**config.mk**
```make
export PLATFORM = sky130hd
export DESIGN_NAME = ipv4_receive_header_checker_core
export DESIGN_NICKNAME = d
export VERILOG_FILES = /design/src/sv/ihc_pkg.sv /design/src/sv/ihc_front.sv /design/src/sv/ihc_queue.sv /design/src/sv/ihc_back.sv /design/src/sv/ipv4_receive_header_checker_core.sv
export VERILOG_INCLUDE_DIRS = /design/src /design/src/sv
export SDC_FILE = /design/constraint.sdc
export NUM_CORES = 1
export LEC_CHECK = 0
export CORE_MARGIN = 5
export CORE_UTILIZATION = 50
export CTS_CLUSTER_DIAMETER = 60
export DETAILED_ROUTE_END_ITERATION = 8
export DONT_BUFFER_PORTS = 1
export HOLD_SLACK_MARGIN = 0.15
export MAX_ROUTING_LAYER = met4
export PLACE_DENSITY = 0.66
export SLEW_MARGIN = 20
export SYNTH_ARGS = -nofsm -noshare
export SYNTH_HDL_FRONTEND = slang
export SYNTH_HIERARCHICAL = 1
export SYNTH_SLANG_ARGS = --single-unit
```
**constraint.sdc**
```tcl
create_clock -name clk_i -period 21.1 [get_ports clk_i]
set_input_delay 6.33 -clock clk_i [delete_from_list [all_inputs] [get_ports clk_i]]
set_output_delay 6.33 -clock clk_i [all_outputs]
set_load 0.03 [all_outputs]
```
**src/sv/ipv4_receive_header_checker_core_assert.svh**
```systemverilog
// assertion macros for the ipv4 receive header checker rtl
// depends on nothing; included by modules that carry concurrent checks
`ifndef IPV4_RECEIVE_HEADER_CHECKER_CORE_ASSERT_SVH
`define IPV4_RECEIVE_HEADER_CHECKER_CORE_ASSERT_SVH

// property that must hold at every clock edge out of reset
`define IHC_ASSERT(lbl, clk, rstn, prop) \
  lbl: assert property (@(posedge clk) disable iff (!rstn) (prop)) \
    else $error("ihc check failed");

// implication checked at every clock edge out of reset
`define IHC_ASSERT_IMPL(lbl, clk, rstn, ante, cons) \
  lbl: assert property (@(posedge clk) disable iff (!rstn) (ante) |-> (cons)) \
    else $error("ihc check failed");

`endif

```
**src/sv/ihc_pkg.sv**
```systemverilog
// types and constants for the ipv4 receive header checker
// no dependencies; imported by every module of the block
`default_nettype none

package ihc_pkg;

  // verdict codes, first failing check wins
  typedef enum logic [2:0] {
    VERDICT_ACCEPT    = 3'd0,
    VERDICT_SHORT     = 3'd1,
    VERDICT_TTL_ZERO  = 3'd2,
    VERDICT_BAD_VER   = 3'd3,
    VERDICT_BAD_LEN   = 3'd4,
    VERDICT_BAD_CSUM  = 3'd5,
    VERDICT_FRAGMENT  = 3'd6
  } verdict_e;

  // header byte offsets
  localparam logic [15:0] OFS_VER_IHL = 16'd0;
  localparam logic [15:0] OFS_TLEN_HI = 16'd2;
  localparam logic [15:0] OFS_TLEN_LO = 16'd3;
  localparam logic [15:0] OFS_FRAG_HI = 16'd6;
  localparam logic [15:0] OFS_FRAG_LO = 16'd7;
  localparam logic [15:0] OFS_TTL     = 16'd8;
  localparam logic [15:0] OFS_PROTO   = 16'd9;
  localparam logic [15:0] OFS_SRC0    = 16'd12;
  localparam logic [15:0] OFS_SRC1    = 16'd13;
  localparam logic [15:0] OFS_SRC2    = 16'd14;
  localparam logic [15:0] OFS_SRC3    = 16'd15;
  localparam logic [15:0] OFS_DST0    = 16'd16;
  localparam logic [15:0] OFS_DST1    = 16'd17;
  localparam logic [15:0] OFS_DST2    = 16'd18;
  localparam logic [15:0] OFS_DST3    = 16'd19;

  localparam logic [15:0] MIN_PKT_LEN  = 16'd20;
  localparam logic [3:0]  IPV4_VERSION = 4'd4;
  localparam logic [7:0]  PROTO_ICMP   = 8'd1;
  localparam logic [15:0] MF_BIT       = 16'h2000;
  localparam logic [15:0] OFFSET_MASK  = 16'h1fff;
  localparam logic [15:0] CSUM_GOOD    = 16'hffff;

  localparam int unsigned ACC_W     = 22;
  localparam int unsigned OUT_BITS  = 98;
  localparam int unsigned OUT_W     = 104;

  // per-packet summary handed from the front to the verdict stage
  typedef struct packed {
    logic [15:0]      byte_count;
    logic [7:0]       version_ihl;
    logic [7:0]       ttl;
    logic [15:0]      total_length;
    logic [15:0]      fragment_word;
    logic [7:0]       protocol;
    logic [31:0]      src_addr;
    logic [31:0]      dst_addr;
    logic [ACC_W-1:0] csum_acc;
  } pkt_rec_t;

endpackage

`default_nettype wire

```
**src/sv/ihc_front.sv**
```systemverilog
// front part: per-byte header capture and running checksum
// depends on ihc_pkg; emits one summary record per packet
`default_nettype none

module ihc_front import ihc_pkg::*; (
  input  wire logic     clk_i,
  input  wire logic     rst_ni,
  input  wire logic     beat_i,       // input beat accepted this cycle
  input  wire logic [7:0] data_byte_i,
  input  wire logic     last_byte_i,
  output logic          push_o,
  output pkt_rec_t      rec_o
);

  logic [15:0]      count_q, count_d;
  logic [7:0]       vihl_q, vihl_d;
  logic [7:0]       ttl_q, ttl_d;
  logic [15:0]      tlen_q, tlen_d;
  logic [15:0]      frag_q, frag_d;
  logic [7:0]       proto_q, proto_d;
  logic [31:0]      src_q, src_d;
  logic [31:0]      dst_q, dst_d;
  logic [ACC_W-1:0] acc_q, acc_d;
  logic [7:0]       hold_q, hold_d;
  logic [5:0]       hlen;

  // field capture by byte offset
  always_comb begin
    count_d = (count_q == 16'hffff) ? count_q : count_q + 16'd1;
    vihl_d  = vihl_q;
    ttl_d   = ttl_q;
    tlen_d  = tlen_q;
    frag_d  = frag_q;
    proto_d = proto_q;
    src_d   = src_q;
    dst_d   = dst_q;
    case (count_q)
      OFS_VER_IHL: vihl_d = data_byte_i;
      OFS_TLEN_HI: tlen_d = {data_byte_i, tlen_q[7:0]};
      OFS_TLEN_LO: tlen_d = {tlen_q[15:8], data_byte_i};
      OFS_FRAG_HI: frag_d = {data_byte_i, frag_q[7:0]};
      OFS_FRAG_LO: frag_d = {frag_q[15:8], data_byte_i};
      OFS_TTL:     ttl_d = data_byte_i;
      OFS_PROTO:   proto_d = data_byte_i;
      OFS_SRC0, OFS_SRC1, OFS_SRC2, OFS_SRC3: begin
        src_d = {src_q[23:0], data_byte_i};
      end
      OFS_DST0, OFS_DST1, OFS_DST2, OFS_DST3: begin
        dst_d = {dst_q[23:0], data_byte_i};
      end
      default: ;
    endcase
  end

  // checksum over the header words, high byte held until its partner arrives
  assign hlen = {vihl_d[3:0], 2'b00};

  always_comb begin
    acc_d  = acc_q;
    hold_d = hold_q;
    if (count_q < {10'd0, hlen}) begin
      if (!count_q[0]) begin
        hold_d = data_byte_i;
      end else begin
        acc_d = acc_q + {6'd0, hold_q, data_byte_i};
      end
    end
  end

  // summary record of the packet as of its last byte
  always_comb begin
    rec_o.byte_count    = count_d;
    rec_o.version_ihl   = vihl_d;
    rec_o.ttl           = ttl_d;
    rec_o.total_length  = tlen_d;
    rec_o.fragment_word = frag_d;
    rec_o.protocol      = proto_d;
    rec_o.src_addr      = src_d;
    rec_o.dst_addr      = dst_d;
    rec_o.csum_acc      = acc_d;
  end

  assign push_o = beat_i & last_byte_i;

  // state update, cleared after the last byte of each packet
  always_ff @(posedge clk_i or negedge rst_ni) begin
    if (!rst_ni) begin
      count_q <= '0;
      vihl_q  <= '0;
      ttl_q   <= '0;
      tlen_q  <= '0;
      frag_q  <= '0;
      proto_q <= '0;
      src_q   <= '0;
      dst_q   <= '0;
      acc_q   <= '0;
      hold_q  <= '0;
    end else if (beat_i) begin
      if (last_byte_i) begin
        count_q <= '0;
        vihl_q  <= '0;
        ttl_q   <= '0;
        tlen_q  <= '0;
        frag_q  <= '0;
        proto_q <= '0;
        src_q   <= '0;
        dst_q   <= '0;
        acc_q   <= '0;
        hold_q  <= '0;
      end else begin
        count_q <= count_d;
        vihl_q  <= vihl_d;
        ttl_q   <= ttl_d;
        tlen_q  <= tlen_d;
        frag_q  <= frag_d;
        proto_q <= proto_d;
        src_q   <= src_d;
        dst_q   <= dst_d;
        acc_q   <= acc_d;
        hold_q  <= hold_d;
      end
    end
  end

endmodule

`default_nettype wire

```
**src/sv/ihc_queue.sv**
```systemverilog
// two-entry queue of packet summaries between front and verdict stage
// depends on ihc_pkg and the assertion macro header
`default_nettype none

`include "ipv4_receive_header_checker_core_assert.svh"

module ihc_queue import ihc_pkg::*; (
  input  wire logic     clk_i,
  input  wire logic     rst_ni,
  input  wire logic     push_i,
  input  wire pkt_rec_t push_rec_i,
  output logic          full_o,
  input  wire logic     pop_i,
  output logic          valid_o,
  output pkt_rec_t      head_o
);

  pkt_rec_t   mem_q [2];
  logic       wr_ptr_q, rd_ptr_q;
  logic [1:0] count_q;

  assign full_o  = (count_q == 2'd2);
  assign valid_o = (count_q != 2'd0);
  assign head_o  = mem_q[rd_ptr_q];

  // entry storage
  always_ff @(posedge clk_i) begin
    if (push_i) begin
      mem_q[wr_ptr_q] <= push_rec_i;
    end
  end

  // pointers and fill level
  always_ff @(posedge clk_i or negedge rst_ni) begin
    if (!rst_ni) begin
      wr_ptr_q <= 1'b0;
      rd_ptr_q <= 1'b0;
      count_q  <= 2'd0;
    end else begin
      if (push_i) wr_ptr_q <= ~wr_ptr_q;
      if (pop_i)  rd_ptr_q <= ~rd_ptr_q;
      if (push_i && !pop_i) begin
        count_q <= count_q + 2'd1;
      end else if (!push_i && pop_i) begin
        count_q <= count_q - 2'd1;
      end
    end
  end

  `IHC_ASSERT(a_level_bound, clk_i, rst_ni, count_q != 2'd3)
  `IHC_ASSERT_IMPL(a_no_push_full, clk_i, rst_ni, full_o && !pop_i, !push_i)
  `IHC_ASSERT_IMPL(a_no_pop_empty, clk_i, rst_ni, !valid_o, !pop_i)
  `IHC_ASSERT_IMPL(a_ptr_gap, clk_i, rst_ni, count_q == 2'd1, wr_ptr_q != rd_ptr_q)

endmodule

`default_nettype wire

```
**src/sv/ihc_back.sv**
```systemverilog
// back part: verdict, payload length and output beat register
// depends on ihc_pkg; takes summaries from ihc_queue
`default_nettype none

module ihc_back import ihc_pkg::*; (
  input  wire logic             clk_i,
  input  wire logic             rst_ni,
  input  wire logic             rec_valid_i,
  input  wire pkt_rec_t         rec_i,
  output logic                  pop_o,
  output logic                  m_valid_o,
  input  wire logic             m_ready_i,
  output logic [OUT_W-1:0]      m_data_o
);

  logic [5:0]       hlen;
  logic [16:0]      fold1, fold2;
  logic [15:0]      plen;
  logic             icmp;
  verdict_e         verdict;
  logic             valid_q;
  logic [OUT_W-1:0] data_q;

  // end-around carry fold of the checksum accumulator
  assign hlen  = {rec_i.version_ihl[3:0], 2'b00};
  assign fold1 = {1'b0, rec_i.csum_acc[15:0]} + {11'd0, rec_i.csum_acc[ACC_W-1:16]};
  assign fold2 = {1'b0, fold1[15:0]} + {16'd0, fold1[16]};

  // checks in priority order
  always_comb begin
    if (rec_i.byte_count < MIN_PKT_LEN) begin
      verdict = VERDICT_SHORT;
    end else if (rec_i.ttl == 8'd0) begin
      verdict = VERDICT_TTL_ZERO;
    end else if (rec_i.version_ihl[7:4] != IPV4_VERSION) begin
      verdict = VERDICT_BAD_VER;
    end else if (rec_i.byte_count < {10'd0, hlen} ||
                 rec_i.byte_count < rec_i.total_length) begin
      verdict = VERDICT_BAD_LEN;
    end else if (fold2[15:0] != CSUM_GOOD) begin
      verdict = VERDICT_BAD_CSUM;
    end else if ((rec_i.fragment_word & (MF_BIT | OFFSET_MASK)) != 16'd0) begin
      verdict = VERDICT_FRAGMENT;
    end else begin
      verdict = VERDICT_ACCEPT;
    end
  end

  // payload length clamps at zero
  assign plen = (rec_i.total_length > {10'd0, hlen}) ?
                rec_i.total_length - {10'd0, hlen} : 16'd0;
  assign icmp = (verdict == VERDICT_ACCEPT) && (rec_i.protocol == PROTO_ICMP);

  assign pop_o = rec_valid_i && (!valid_q || m_ready_i);

  // output register, refilled whenever it drains
  always_ff @(posedge clk_i or negedge rst_ni) begin
    if (!rst_ni) begin
      valid_q <= 1'b0;
    end else if (pop_o) begin
      valid_q <= 1'b1;
    end else if (m_ready_i) begin
      valid_q <= 1'b0;
    end
  end

  always_ff @(posedge clk_i) begin
    if (pop_o) begin
      data_q <= {{(OUT_W - OUT_BITS){1'b0}}, rec_i.dst_addr, rec_i.src_addr, plen,
                 hlen, rec_i.protocol, icmp, verdict};
    end
  end

  assign m_valid_o = valid_q;
  assign m_data_o  = data_q;

endmodule

`default_nettype wire

```
**src/sv/ipv4_receive_header_checker_core.sv**
```systemverilog
// top level of the ipv4 receive header checker
// depends on ihc_pkg, ihc_front, ihc_queue and ihc_back
`default_nettype none

// Takes one packet byte per beat (tlast on the final byte) and gives one
// verdict beat per packet. Bytes are taken every cycle while the queue is not
// full: the front captures header fields and sums the checksum words as each
// byte arrives, and hands a summary to a two-entry queue on the last byte.
// The verdict stage drains that queue into an output register, so each verdict
// passes the queue and then the output register after the last byte. The input
// stalls only while the queue is full, that is, with two verdicts pending
// behind a stalled output. Verdict codes: 0 accepted, 1 short, 2 ttl zero,
// 3 bad version, 4 bad length, 5 bad checksum, 6 fragmented.
module ipv4_receive_header_checker_core import ihc_pkg::*; (
  input  wire logic         clk_i,
  input  wire logic         rst_ni,
  input  wire logic         s_axis_tvalid_i,
  output logic              s_axis_tready_o,
  input  wire logic [7:0]   s_axis_tdata_i,   // [7:0] data_byte
  input  wire logic         s_axis_tlast_i,   // last_byte
  output logic              m_axis_tvalid_o,
  input  wire logic         m_axis_tready_i,
  // [2:0] verdict, [3] deliver_icmp, [11:4] protocol_number,
  // [17:12] header_length, [33:18] payload_length,
  // [65:34] source_address, [97:66] destination_address, rest zero
  output logic [OUT_W-1:0]  m_axis_tdata_o
);

  logic     beat;
  logic     push, full, pop, head_valid;
  pkt_rec_t push_rec, head_rec;

  assign s_axis_tready_o = !full;
  assign beat            = s_axis_tvalid_i && s_axis_tready_o;

  // byte capture and checksum
  ihc_front u_front (
    .clk_i       (clk_i),
    .rst_ni      (rst_ni),
    .beat_i      (beat),
    .data_byte_i (s_axis_tdata_i),
    .last_byte_i (s_axis_tlast_i),
    .push_o      (push),
    .rec_o       (push_rec)
  );

  // summary queue
  ihc_queue u_queue (
    .clk_i      (clk_i),
    .rst_ni     (rst_ni),
    .push_i     (push),
    .push_rec_i (push_rec),
    .full_o     (full),
    .pop_i      (pop),
    .valid_o    (head_valid),
    .head_o     (head_rec)
  );

  // verdict and output beat
  ihc_back u_back (
    .clk_i       (clk_i),
    .rst_ni      (rst_ni),
    .rec_valid_i (head_valid),
    .rec_i       (head_rec),
    .pop_o       (pop),
    .m_valid_o   (m_axis_tvalid_o),
    .m_ready_i   (m_axis_tready_i),
    .m_data_o    (m_axis_tdata_o)
  );

endmodule

`default_nettype wire

```
==> results of run 1 <==
==> state kept, by name, summed over array words and instances, names as in the netlist, 2 cells and up <==
| signal | flops |
|---|---|
| u_front/vihl_q | 8 |
| u_front/frag_q | 14 |
| u_front/dst_q | 32 |
| u_front/proto_q | 8 |
| u_front/src_q | 32 |
| u_front/ttl_q | 8 |
| u_queue/count_q | 2 |
| u_front/tlen_q | 16 |
| u_front/count_q | 16 |
| u_front/hold_q | 8 |
| u_queue/mem_q | 312 |
| u_back/m_data_o | 96 |
| u_front/acc_q | 22 |
==> path summary, 6_finish.rpt <==
kind                                    start                    to  slack [ns]
max reg2reg                  u_queue/rd_ptr_q    u_back/m_data_o[2]       16.17
max                           s_axis_tvalid_i  u_queue/mem_q[0][85]       11.92
min reg2reg                u_queue/count_q[1]    u_queue/count_q[1]        0.48
min in group asynchronous              rst_ni     u_front/dst_q[10]        5.41
min                        u_queue/count_q[1]    u_queue/count_q[1]        0.48
max in group asynchronous              rst_ni      u_queue/rd_ptr_q       15.17
==> stage by stage <==
stage / cell area [µm²] / cells / worst slack, ns / power (mW) / utilization
CTS: 28500 / 2572 / 11.94 / 3.91 / 0.554
detailed placement: 26500 / 2464 / 11.27 / 2.83 / 0.515
global route: 28500 / 2572 / 11.72 / 4.07 / 0.554
floorplan: 26000 / 1869 / 5.90 / 2.60 / -
global placement: 26500 / 2464 / 11.29 / 2.80 / 0.515
finish: 28500 / 2572 / 11.92 / 3.88 / 0.554
==> critical path, delay by kind of cell <==
kind	cells	cell delay, ns
buffers and inverters	4	1.51
and+or+nand+nor	3	1.39
==> cell type report <==
type,count,area share
multi-input cells,1149,0.312
well taps,680,0.0299
flip-flops and latches,577,0.579
repair buffers,16,0.00422
inverters,42,0.00553
clock inverters,39,0.0172
clock buffers,69,0.0524
==> layout by cell type (no fill, tap or decap), types with 26 or more instances in the layout <==
cell,instances
mux2_2,103
ha_1,52
a22o_1,114
nor2_1,56
edfxtp_1,408
mux2_4,99
o21ai_0,59
dfrtp_1,168
xnor2_1,34
o2bb2ai_1,38
inv_1,40
nand3_1,26
clkbuf_16,57
nand2_1,240
==> per-layer routing <==
layer,global-route usage,part of all wire,wire length [µm],vias to the layer above
li1,-,-,-,6950
met1,0.273,0.44,24500,7713
met2,0.317,0.49,27300,424
met3,0.0292,0.047,2600,85
met4,0.0543,0.021,1170,0
met5,-,0,0,-
==> power by group <==
part | switching [mW] | internal [mW] | total [mW]
Combinational | 0.597 | 0.430 | 1.03
Sequential | 0.268 | 1.52 | 1.78
Clock | 0.426 | 0.639 | 1.07
Total | 1.29 | 2.58 | 3.88
==> results.md, run 1 <==
- Status: finished clean
- H-tree levels: 2
- Clock Tree Buf Depth: 3
- RSZ-0062 raised after global routing: no
- R2R cell count: 14
- CTS root buffer: clkbuf_16
- DR iter-0 viols: 1,302
- Power per cell area: 136 nW/µm²
- Vias in the first global route: 15,135
- Slowest-stage cell, CP: nor2b_4
- Final setup vio count: 0
- Crit path DAT: 9.41 ns
- Vias: 15,172
- Cell Chain, Critical Path: nor2b_2, buf_4, inv_2, buf_4, nor2_1, nor2b_4, buf_4
- Vias per cell: 5.90
- # clock sinks: 577
- Multi-input gate area: 8890 µm²
- Setup Buffers After CTS: 0
- GRT overflow: 0
- Leak Pwr: 11.3 nW
- WL final: 55,600 µm
- Core area: 51,400 µm²
- IO buf count: 0
- Min Hold Slack: 0.479 ns
- MaxCap Viol Count: 0
- Register area: 16,500 µm²
- Slew headroom: 0.268
- Worst Tran Pin Value: 1.10 ns
- Routed wire length per instance: 21.6 µm
- Setup TNS: 0 ns
- Worst EP required: 21.33 ns
- Highest clock rate: 109 MHz
- Num ports: 119
- First-pass GRT wire length: 87,300 µm
- DRC viols: 0
- Kind of critical path: primary input to register
- Syn_area_per_cell: 14.0 µm²
- CP peak stage delay: 0.95 ns
- DP Wirelength: 35,400 µm
- Syn. warnings: 6
- CTS buffer count: 57
- Clk_skew: 0.0103 ns
- Final ANT Viol Nets: 0
- Period minus WS final: 9.18 ns
- CTS tree: done
- CP dominant cell by count: buf_4
- Pre-antenna DRT Iters: 5
- Die area: 56,700 µm²
- Hold path cells: 1
- Crit-path max FO: 68
- Die W: 238 µm
- Worst-Skew Late Latency: 0.61 ns
- Final Wtd Congestion: 0.848
- Hold/Removal Path Class: register to register
- Fillcell total: 4,099
- Ant diodes: 0
- Site Rows: 83
- Initial Util: 0.506
- Initial antenna violation count: 0
- Startpoint types: primary input
- Max IR drop VDD: 0.156 mV
- Die H: 238 µm
- Share of layout cells above drive strength 1: 0.181
- Fin. Hold Viols: 0
- Largest net degree at the start of global routing: 170
- Mapped Area: 26,000 µm²
- Capturing element type of the critical path: register
- P&R area growth vs syn: 9.54%
- Crit share post-route: 0.435
- CTS-repair resized insts: 0
- Hold buffers post-CTS: 0
- Clk slew on worst S/H paths: 0.06 ns
- Synth Instances: 1,862
- Final #Nets: 1,911
- GRT Util Overall: 0.199
- Slew Limit Fails: 0
Power figures use the tool's default switching activity.
==> inputs of run 2 (changes only) <==
--- a/config.mk
+++ b/config.mk
@@ -6,6 +6,7 @@
 export SDC_FILE = /design/constraint.sdc
 export NUM_CORES = 1
 export LEC_CHECK = 0
+export ABC_AREA = 1
 export CORE_MARGIN = 5
 export CORE_UTILIZATION = 50
 export CTS_CLUSTER_DIAMETER = 60
@@ -13,7 +14,7 @@
 export DONT_BUFFER_PORTS = 1
 export HOLD_SLACK_MARGIN = 0.15
 export MAX_ROUTING_LAYER = met4
-export PLACE_DENSITY = 0.66
+export PLACE_DENSITY = 0.69
 export SLEW_MARGIN = 20
 export SYNTH_ARGS = -nofsm -noshare
 export SYNTH_HDL_FRONTEND = slang
==> constraint.sdc (replaced) <==
create_clock -name clk_i -period 7.6 [get_ports clk_i]
set_input_delay 2.28 -clock clk_i [delete_from_list [all_inputs] [get_ports clk_i]]
set_output_delay 2.28 -clock clk_i [all_outputs]
set_load 0.03 [all_outputs]
==> results.md, run 2 <==
- Status: finished clean (unchanged)
- Hold/Removal Path Class: register to register (unchanged)
- Syn. warnings: 6 (unchanged)
- Hold path cells: 2 (was 1)
- Vias: 17,479 (was 15,172)
- Ant diodes: 0 (unchanged)
- Max FFs per register: 312 (unchanged)
- Cell Count, Final, Fillers Out: 3,250 (was 2,572)
- Hold Path End: u_queue/count_q[1] (unchanged)
- Capturing element type of the critical path: register (unchanged)
- Vias per cell: 5.38 (was 5.90)
- Leak Pwr: 12.9 nW (was 11.3 nW)
- Reg2reg start: u_queue/rd_ptr_q (unchanged)
- DR iter-0 viols: 1,397 (was 1,302)
- GRT overflow: 0 (unchanged)
- Cell Chain, Critical Path: inv_1, nor2_4, nand2_1, inv_1, nand2_1, inv_6, buf_4 (was nor2b_2, buf_4, inv_2, buf_4, nor2_1, nor2b_4, buf_4)
- Fillcell total: 4,459 (was 4,099)
- Largest net degree at the start of global routing: 170 (unchanged)
- IO buf count: 0 (unchanged)
- Max IR drop VDD: 0.281 mV (was 0.156 mV)
- Commonest cells after routing, fill and taps aside: 528 x nand2_1, 408 x edfxtp_1, 354 x inv_1 (was 408 x edfxtp_1, 240 x nand2_1, 168 x dfrtp_1)
- Biggest register: u_queue/mem_q (unchanged)
- Met2 routed WL: 28,400 µm (was 27,300 µm)
- DP Wirelength: 38,800 µm (was 35,400 µm)
- Met3 WL post-DR: 2950 µm (was 2600 µm)
- Setup TNS: 0 ns (unchanged)
- Reg2reg end: u_back/m_data_o[3] (was u_back/m_data_o[2])
- Core area: 54,000 µm² (was 51,400 µm²)
- CTS root buffer: clkbuf_16 (unchanged)
- R2R cell count: 26 (was 14)
- Final Wtd Congestion: 0.873 (was 0.848)
- Worst EP required: 7.84 ns (was 21.33 ns)
- CTS tree: done (unchanged)
- Initial Util: 0.506 (about the same)
- Mapped Area: 27,300 µm² (was 26,000 µm²)
- Num ports: 119 (unchanged)
- Final ANT Viol Nets: 0 (unchanged)
- Die W: 244 µm (was 238 µm)
- CP peak stage delay: 0.77 ns (was 0.95 ns)
- Share of layout cells above drive strength 1: 0.144 (was 0.181)
- Startpoint types: primary input (unchanged)
- Final setup vio count: 0 (unchanged)
- Final #Nets: 2,574 (was 1,911)
- Initial antenna violation count: 0 (unchanged)
- Synth Instances: 2,509 (was 1,862)
- P&R area growth vs syn: 9.36% (was 9.54%)
- Crit share post-route: 0.654
- # clock sinks: 577 (unchanged)
- Fin. Hold Viols: 0 (unchanged)
- Cell count after placement: 3,144 (was 2,464)
- Kind of critical path: primary input to register (unchanged)
- Multi-input gate area: 9010 µm² (was 8890 µm²)
- CTS buffer count: 56 (was 57)
- Setup Buffers After CTS: 0 (unchanged)
- Min Hold Slack: 0.492 ns (was 0.479 ns)
- Register area: 16,500 µm² (unchanged)
- Internal: 7.11 mW (was 2.58 mW)
- Clock Tree Buf Depth: 3 (unchanged)
- Worst hold path startpoint: u_queue/count_q[1] (unchanged)
- Clock Power Share: 0.255 (was 0.275)
- Slew headroom: 0.305 (was 0.268)
- Sw Share: 0.362 (was 0.333)
- Site Rows: 85 (was 83)
- Vias in the first global route: 17,233 (was 15,135)
- CTS-repair resized insts: 0 (unchanged)
- Slowest-stage cell, CP: nor2_4 (was nor2b_4)
- Clk slew on worst S/H paths: 0.06 ns (about the same)
- Period minus WS final: 4.97 ns
- H-tree levels: 2 (unchanged)
- First-pass GRT wire length: 93,100 µm (was 87,300 µm)
- RSZ-0062 raised after global routing: no (unchanged)
- Die area: 59,500 µm² (was 56,700 µm²)
- Pre-antenna DRT Iters: 5 (unchanged)
- Power per cell area: 373 nW/µm² (was 136 nW/µm²)
- Worst-Skew Late Latency: 0.62 ns (was 0.61 ns)
- MaxCap Viol Count: 0 (unchanged)
- Die H: 244 µm (was 238 µm)
- WL final: 58,600 µm (was 55,600 µm)
- Logic pwr share: 0.304 (was 0.265)
- GRT Util Overall: 0.200 (was 0.199)
- Clk_skew: 0.0279 ns (was 0.0103 ns)
- Sequential share of power: 0.441 (was 0.460)
- Sw power: 4.04 mW (was 1.29 mW)
- Fin util: 0.553 (was 0.554)
- Highest clock rate: 201 MHz
- Hold buffers post-CTS: 0 (unchanged)
- DR top layer: met4 (unchanged)
- Slew Limit Fails: 0 (unchanged)
- Worst Tran Pin Value: 1.04 ns (was 1.10 ns)
- Routed wire length per instance: 18.0 µm (was 21.6 µm)
- DRC viols: 0 (unchanged)
- Met1 Routed Length: 25,700 µm (was 24,500 µm)
- Syn_area_per_cell: 10.9 µm² (was 14.0 µm²)
- Commonest non-fill, non-tap cell in the layout: nand2_1 (was edfxtp_1)
- Crit-path max FO: 75 (was 68)
- R2R Setup Slk: 2.72 ns (was 16.17 ns)
- Crit path DAT: 5.21 ns (was 9.41 ns)
-- run 2: metrics by stage --
stage	power [mW]	cell area, µm²	worst slack [ns]
after floorplan	7.64	27400	0.00695
after global placement	8.27	27900	2.00
after detailed placement	8.38	28000	1.99
after CTS	11.3	29900	2.64
after global routing	11.8	29900	2.22
final	11.2	29900	2.63
-- run 2: worst max-delay path, delay by kind of cell --
family                 cells  cell delay [ns]
buffers and inverters      4             1.48
and+or+nand+nor            3             1.35
-- run 2: final cells by class --
| class | instances | share of cell area |
|---|---|---|
| Timing Repair Buffer | 18 | 0.00644 |
| Inverter | 370 | 0.0466 |
| Clock inverter | 19 | 0.00895 |
| Clock buffer | 87 | 0.0562 |
| Multi-Input combinational cell | 1483 | 0.301 |
| Tap cell | 696 | 0.0291 |
| Sequential cell | 577 | 0.551 |
-- run 2: how the worst max path moves through the flow --
stage	startpoint	depth (start not counted)	slack [ns]	to
final	s_axis_tvalid_i	7	2.63	u_queue/mem_q[1][86]
after global routing	u_queue/rd_ptr_q	26	2.22	u_back/m_data_o[3]
after CTS	s_axis_tvalid_i	7	2.64	u_queue/mem_q[1][1]
after detailed placement	s_axis_tvalid_i	7	1.99	u_queue/mem_q[1][132]
after global placement	s_axis_tvalid_i	7	2.00	u_queue/mem_q[0][118]
after floorplan	s_axis_tvalid_i	7	0.007	u_queue/mem_q[0][0]
-- run 2: power by group through the flow --
stage	combinational, mW	clock, mW	sequential (mW)
6_report	3.39	2.84	4.92
4_1_cts	3.41	2.91	4.94
3_3_place_gp	3.29	0	4.98
3_5_place_dp	3.39	0	5.00
5_1_grt	3.75	3.06	4.98
2_1_floorplan	2.73	0	4.91
-- run 2: per-layer routing --
metal,vias to the layer above,GRT usage
met2,446,0.325
met1,8488,0.262
met5,-,-
met4,0,0.0594
met3,97,0.0318
li1,8448,-
==> inputs of run 3 (changes only) <==
==> constraint.sdc (replaced) <==
create_clock -name clk_i -period 4.2 [get_ports clk_i]
set_input_delay 1.26 -clock clk_i [delete_from_list [all_inputs] [get_ports clk_i]]
set_output_delay 1.26 -clock clk_i [all_outputs]
set_load 0.03 [all_outputs]
==> results.md, run 3 (synthesized netlist as in run 2, its figures left out) <==
- R2R cell count: 28 (was 26)
- Commonest non-fill, non-tap cell in the layout: nand2_1 (unchanged)
- Vias per cell: 5.41 (was 5.38)
- Pre-antenna DRT Iters: 6 (was 5)
- Vias in the first global route: 17,434 (was 17,233)
- IO buf count: 0 (unchanged)
- P&R area growth vs syn: 11.6% (was 9.36%)
- Reg2reg start: u_queue/rd_ptr_q (unchanged)
- Most Crowded Layer GR: met2 (unchanged)
- CTS buffer count: 59 (was 56)
- Biggest register: u_queue/mem_q (unchanged)
- Sw power: 7.66 mW (was 4.04 mW)
- Slowest-stage cell, CP: dfrtp_4 (was nor2_4)
- Startpoint types: register (was primary input)
- Largest net degree at the start of global routing: 170 (unchanged)
- GRT Util Overall: 0.212 (was 0.200)
- Initial Util: 0.506 (unchanged)
- CP dominant cell by count: nand2_1
- Fin. Hold Viols: 0 (unchanged)
- Max IR drop VDD: 0.412 mV (was 0.281 mV)
- Hold buffers post-CTS: 0 (unchanged)
- Kind of critical path: register to register (was primary input to register)
- Clk slew on worst S/H paths: 0.06 ns (about the same)
- Met2 Use GR: 0.347 (was 0.325)
- Routed wire length per instance: 18.9 µm (was 18.0 µm)
- Clk_skew: 0.0199 ns (was 0.0279 ns)
- Logic pwr share: 0.315 (was 0.304)
- Core area: 54,000 µm² (unchanged)
- CTS root buffer: clkbuf_16 (unchanged)
- Reg2reg end: u_back/m_data_o[0] (was u_back/m_data_o[3])
- WL final: 62,000 µm (was 58,600 µm)
- CP peak stage delay: 0.52 ns (was 0.77 ns)
- Max FFs per register: 312 (unchanged)
- Ant diodes: 0 (unchanged)
- DRC viols: 0 (unchanged)
- Period minus WS final: 4.03 ns
- H-tree levels: 2 (unchanged)
- Sequential share of power: 0.421 (was 0.441)
- Grt met3 use: 0.0322 (was 0.0318)
- Final ANT Viol Nets: 0 (unchanged)
- Worst Tran Pin Value: 0.938 ns (was 1.04 ns)
- Leak Pwr: 13.2 nW (was 12.9 nW)
- Internal: 13.5 mW (was 7.11 mW)
- Hold/Removal Path Class: primary input to asynchronous set/reset pin (was register to register)
- Worst EP required: 4.56 ns (was 7.84 ns)
- Status: finished clean (unchanged)
- Worst-Skew Late Latency: 0.62 ns (about the same)
- Slew Limit Fails: 0 (unchanged)
- Power per cell area: 693 nW/µm² (was 373 nW/µm²)
- Crit share post-route: 0.960
- Clock Power Share: 0.265 (was 0.255)
- Die W: 244 µm (unchanged)
- Die H: 244 µm (unchanged)
- First-pass GRT wire length: 97,600 µm (was 93,100 µm)
- Min setup slack post-route: 0.170 ns (was 2.63 ns)
- Final setup vio count: 0 (unchanged)
- Vias: 17,728 (was 17,479)
- GRT overflow: 0 (unchanged)
- Clock Tree Buf Depth: 3 (unchanged)
- Share of layout cells above drive strength 1: 0.164 (was 0.144)
- Fin util: 0.565 (was 0.553)
- Met1 Usage GRT: 0.285 (was 0.262)
- MaxCap Viol Count: 0 (unchanged)
- Num ports: 119 (unchanged)
- R2R Setup Slk: 0.17 ns (was 2.72 ns)
- Commonest cells after routing, fill and taps aside: 523 x nand2_1, 408 x edfxtp_1, 349 x inv_1 (was 528 x nand2_1, 408 x edfxtp_1, 354 x inv_1)
- # clock sinks: 577 (unchanged)
- DP Wirelength: 41,400 µm (was 38,800 µm)
- Final Wtd Congestion: 0.935 (was 0.873)
- DR iter-0 viols: 1,507 (was 1,397)
- CTS tree: done (unchanged)
- Worst slack, placed: 0.0469 ns (was 1.99 ns)
- Sw Share: 0.363 (was 0.362)
- Crit path DAT: 4.39 ns (was 5.21 ns)
- Site Rows: 85 (unchanged)
- Crit-path max FO: 5 (was 75)
- Highest clock rate: 248 MHz
- Initial antenna violation count: 2 (was 0)
- Die area: 59,500 µm² (unchanged)
- Capturing element type of the critical path: register (unchanged)
- Slew headroom: 0.374 (was 0.305)
- Final #Nets: 2,601 (was 2,574)
run 3: area by class of cell:
cell class / count / area, µm²
fill: 4444 / 23500
sequential: 577 / 16500
multi-input combinational: 1483 / 9180
clock buffer: 82 / 1710
inverter: 370 / 1400
tap: 696 / 871
timing repair buffer: 42 / 444
clock inverter: 29 / 424
run 3: routing by layer:
layer	share of wire	routed length, µm	vias to the layer above
met2	0.49	30300	449
met3	0.047	2910	95
met4	0.021	1280	0
met1	0.44	27500	8690
met5	0	0	-
li1	-	-	8494
run 3: through the flow:
step / hold WS, ns / TNS [ns] / cell area (µm²) / cells / total power [mW]
floorplan: 0.442 / -71.16 / 27400 / 2516 / 13.8
global placement: 0.455 / 0 / 28100 / 3159 / 15.3
detailed placement: 0.481 / 0 / 28100 / 3159 / 15.4
CTS: 0.311 / 0 / 30300 / 3270 / 21.1
global route: 0.303 / -0.100 / 30500 / 3279 / 22.3
finish: 0.351 / 0 / 30500 / 3279 / 21.1
run 3: how the worst max path moves through the flow:
stage	startpoint	to	depth (start not counted)
after floorplan	s_axis_tvalid_i	u_queue/mem_q[0][0]	7
after global placement	u_queue/rd_ptr_q	u_back/m_data_o[0]	26
after detailed placement	u_queue/rd_ptr_q	u_back/m_data_o[0]	26
after CTS	u_queue/rd_ptr_q	u_back/m_data_o[0]	26
after global routing	u_queue/rd_ptr_q	u_back/m_data_o[0]	25
final	u_queue/rd_ptr_q	u_back/m_data_o[0]	28
run 3: power groups by stage:
stage          sequential (mW)  clock (mW)  combinational, mW
5_1_grt                   8.98        5.98               7.32
3_5_place_dp              9.04           0               6.40
4_1_cts                   8.94        5.72               6.45
3_3_place_gp              9.02           0               6.32
2_1_floorplan             8.85           0               4.96
6_report                  8.89        5.59               6.65
run 3: critical path, delay by kind of cell (launching register included):
family | cells | cell delay (ns)
AND/OR/NAND/NOR | 18 | 1.65
adder cells (fa/ha/maj) | 4 | 0.92
flip-flops | 1 | 0.52
buffers and inverters | 5 | 0.47
multiplexers | 1 | 0.20
run 3: what timing repair did:
action | in CTS | in global routing
endpoints found under the setup margin | 0 | 4
setup buffers | 0 | 8
gates resized for setup | 0 | 34
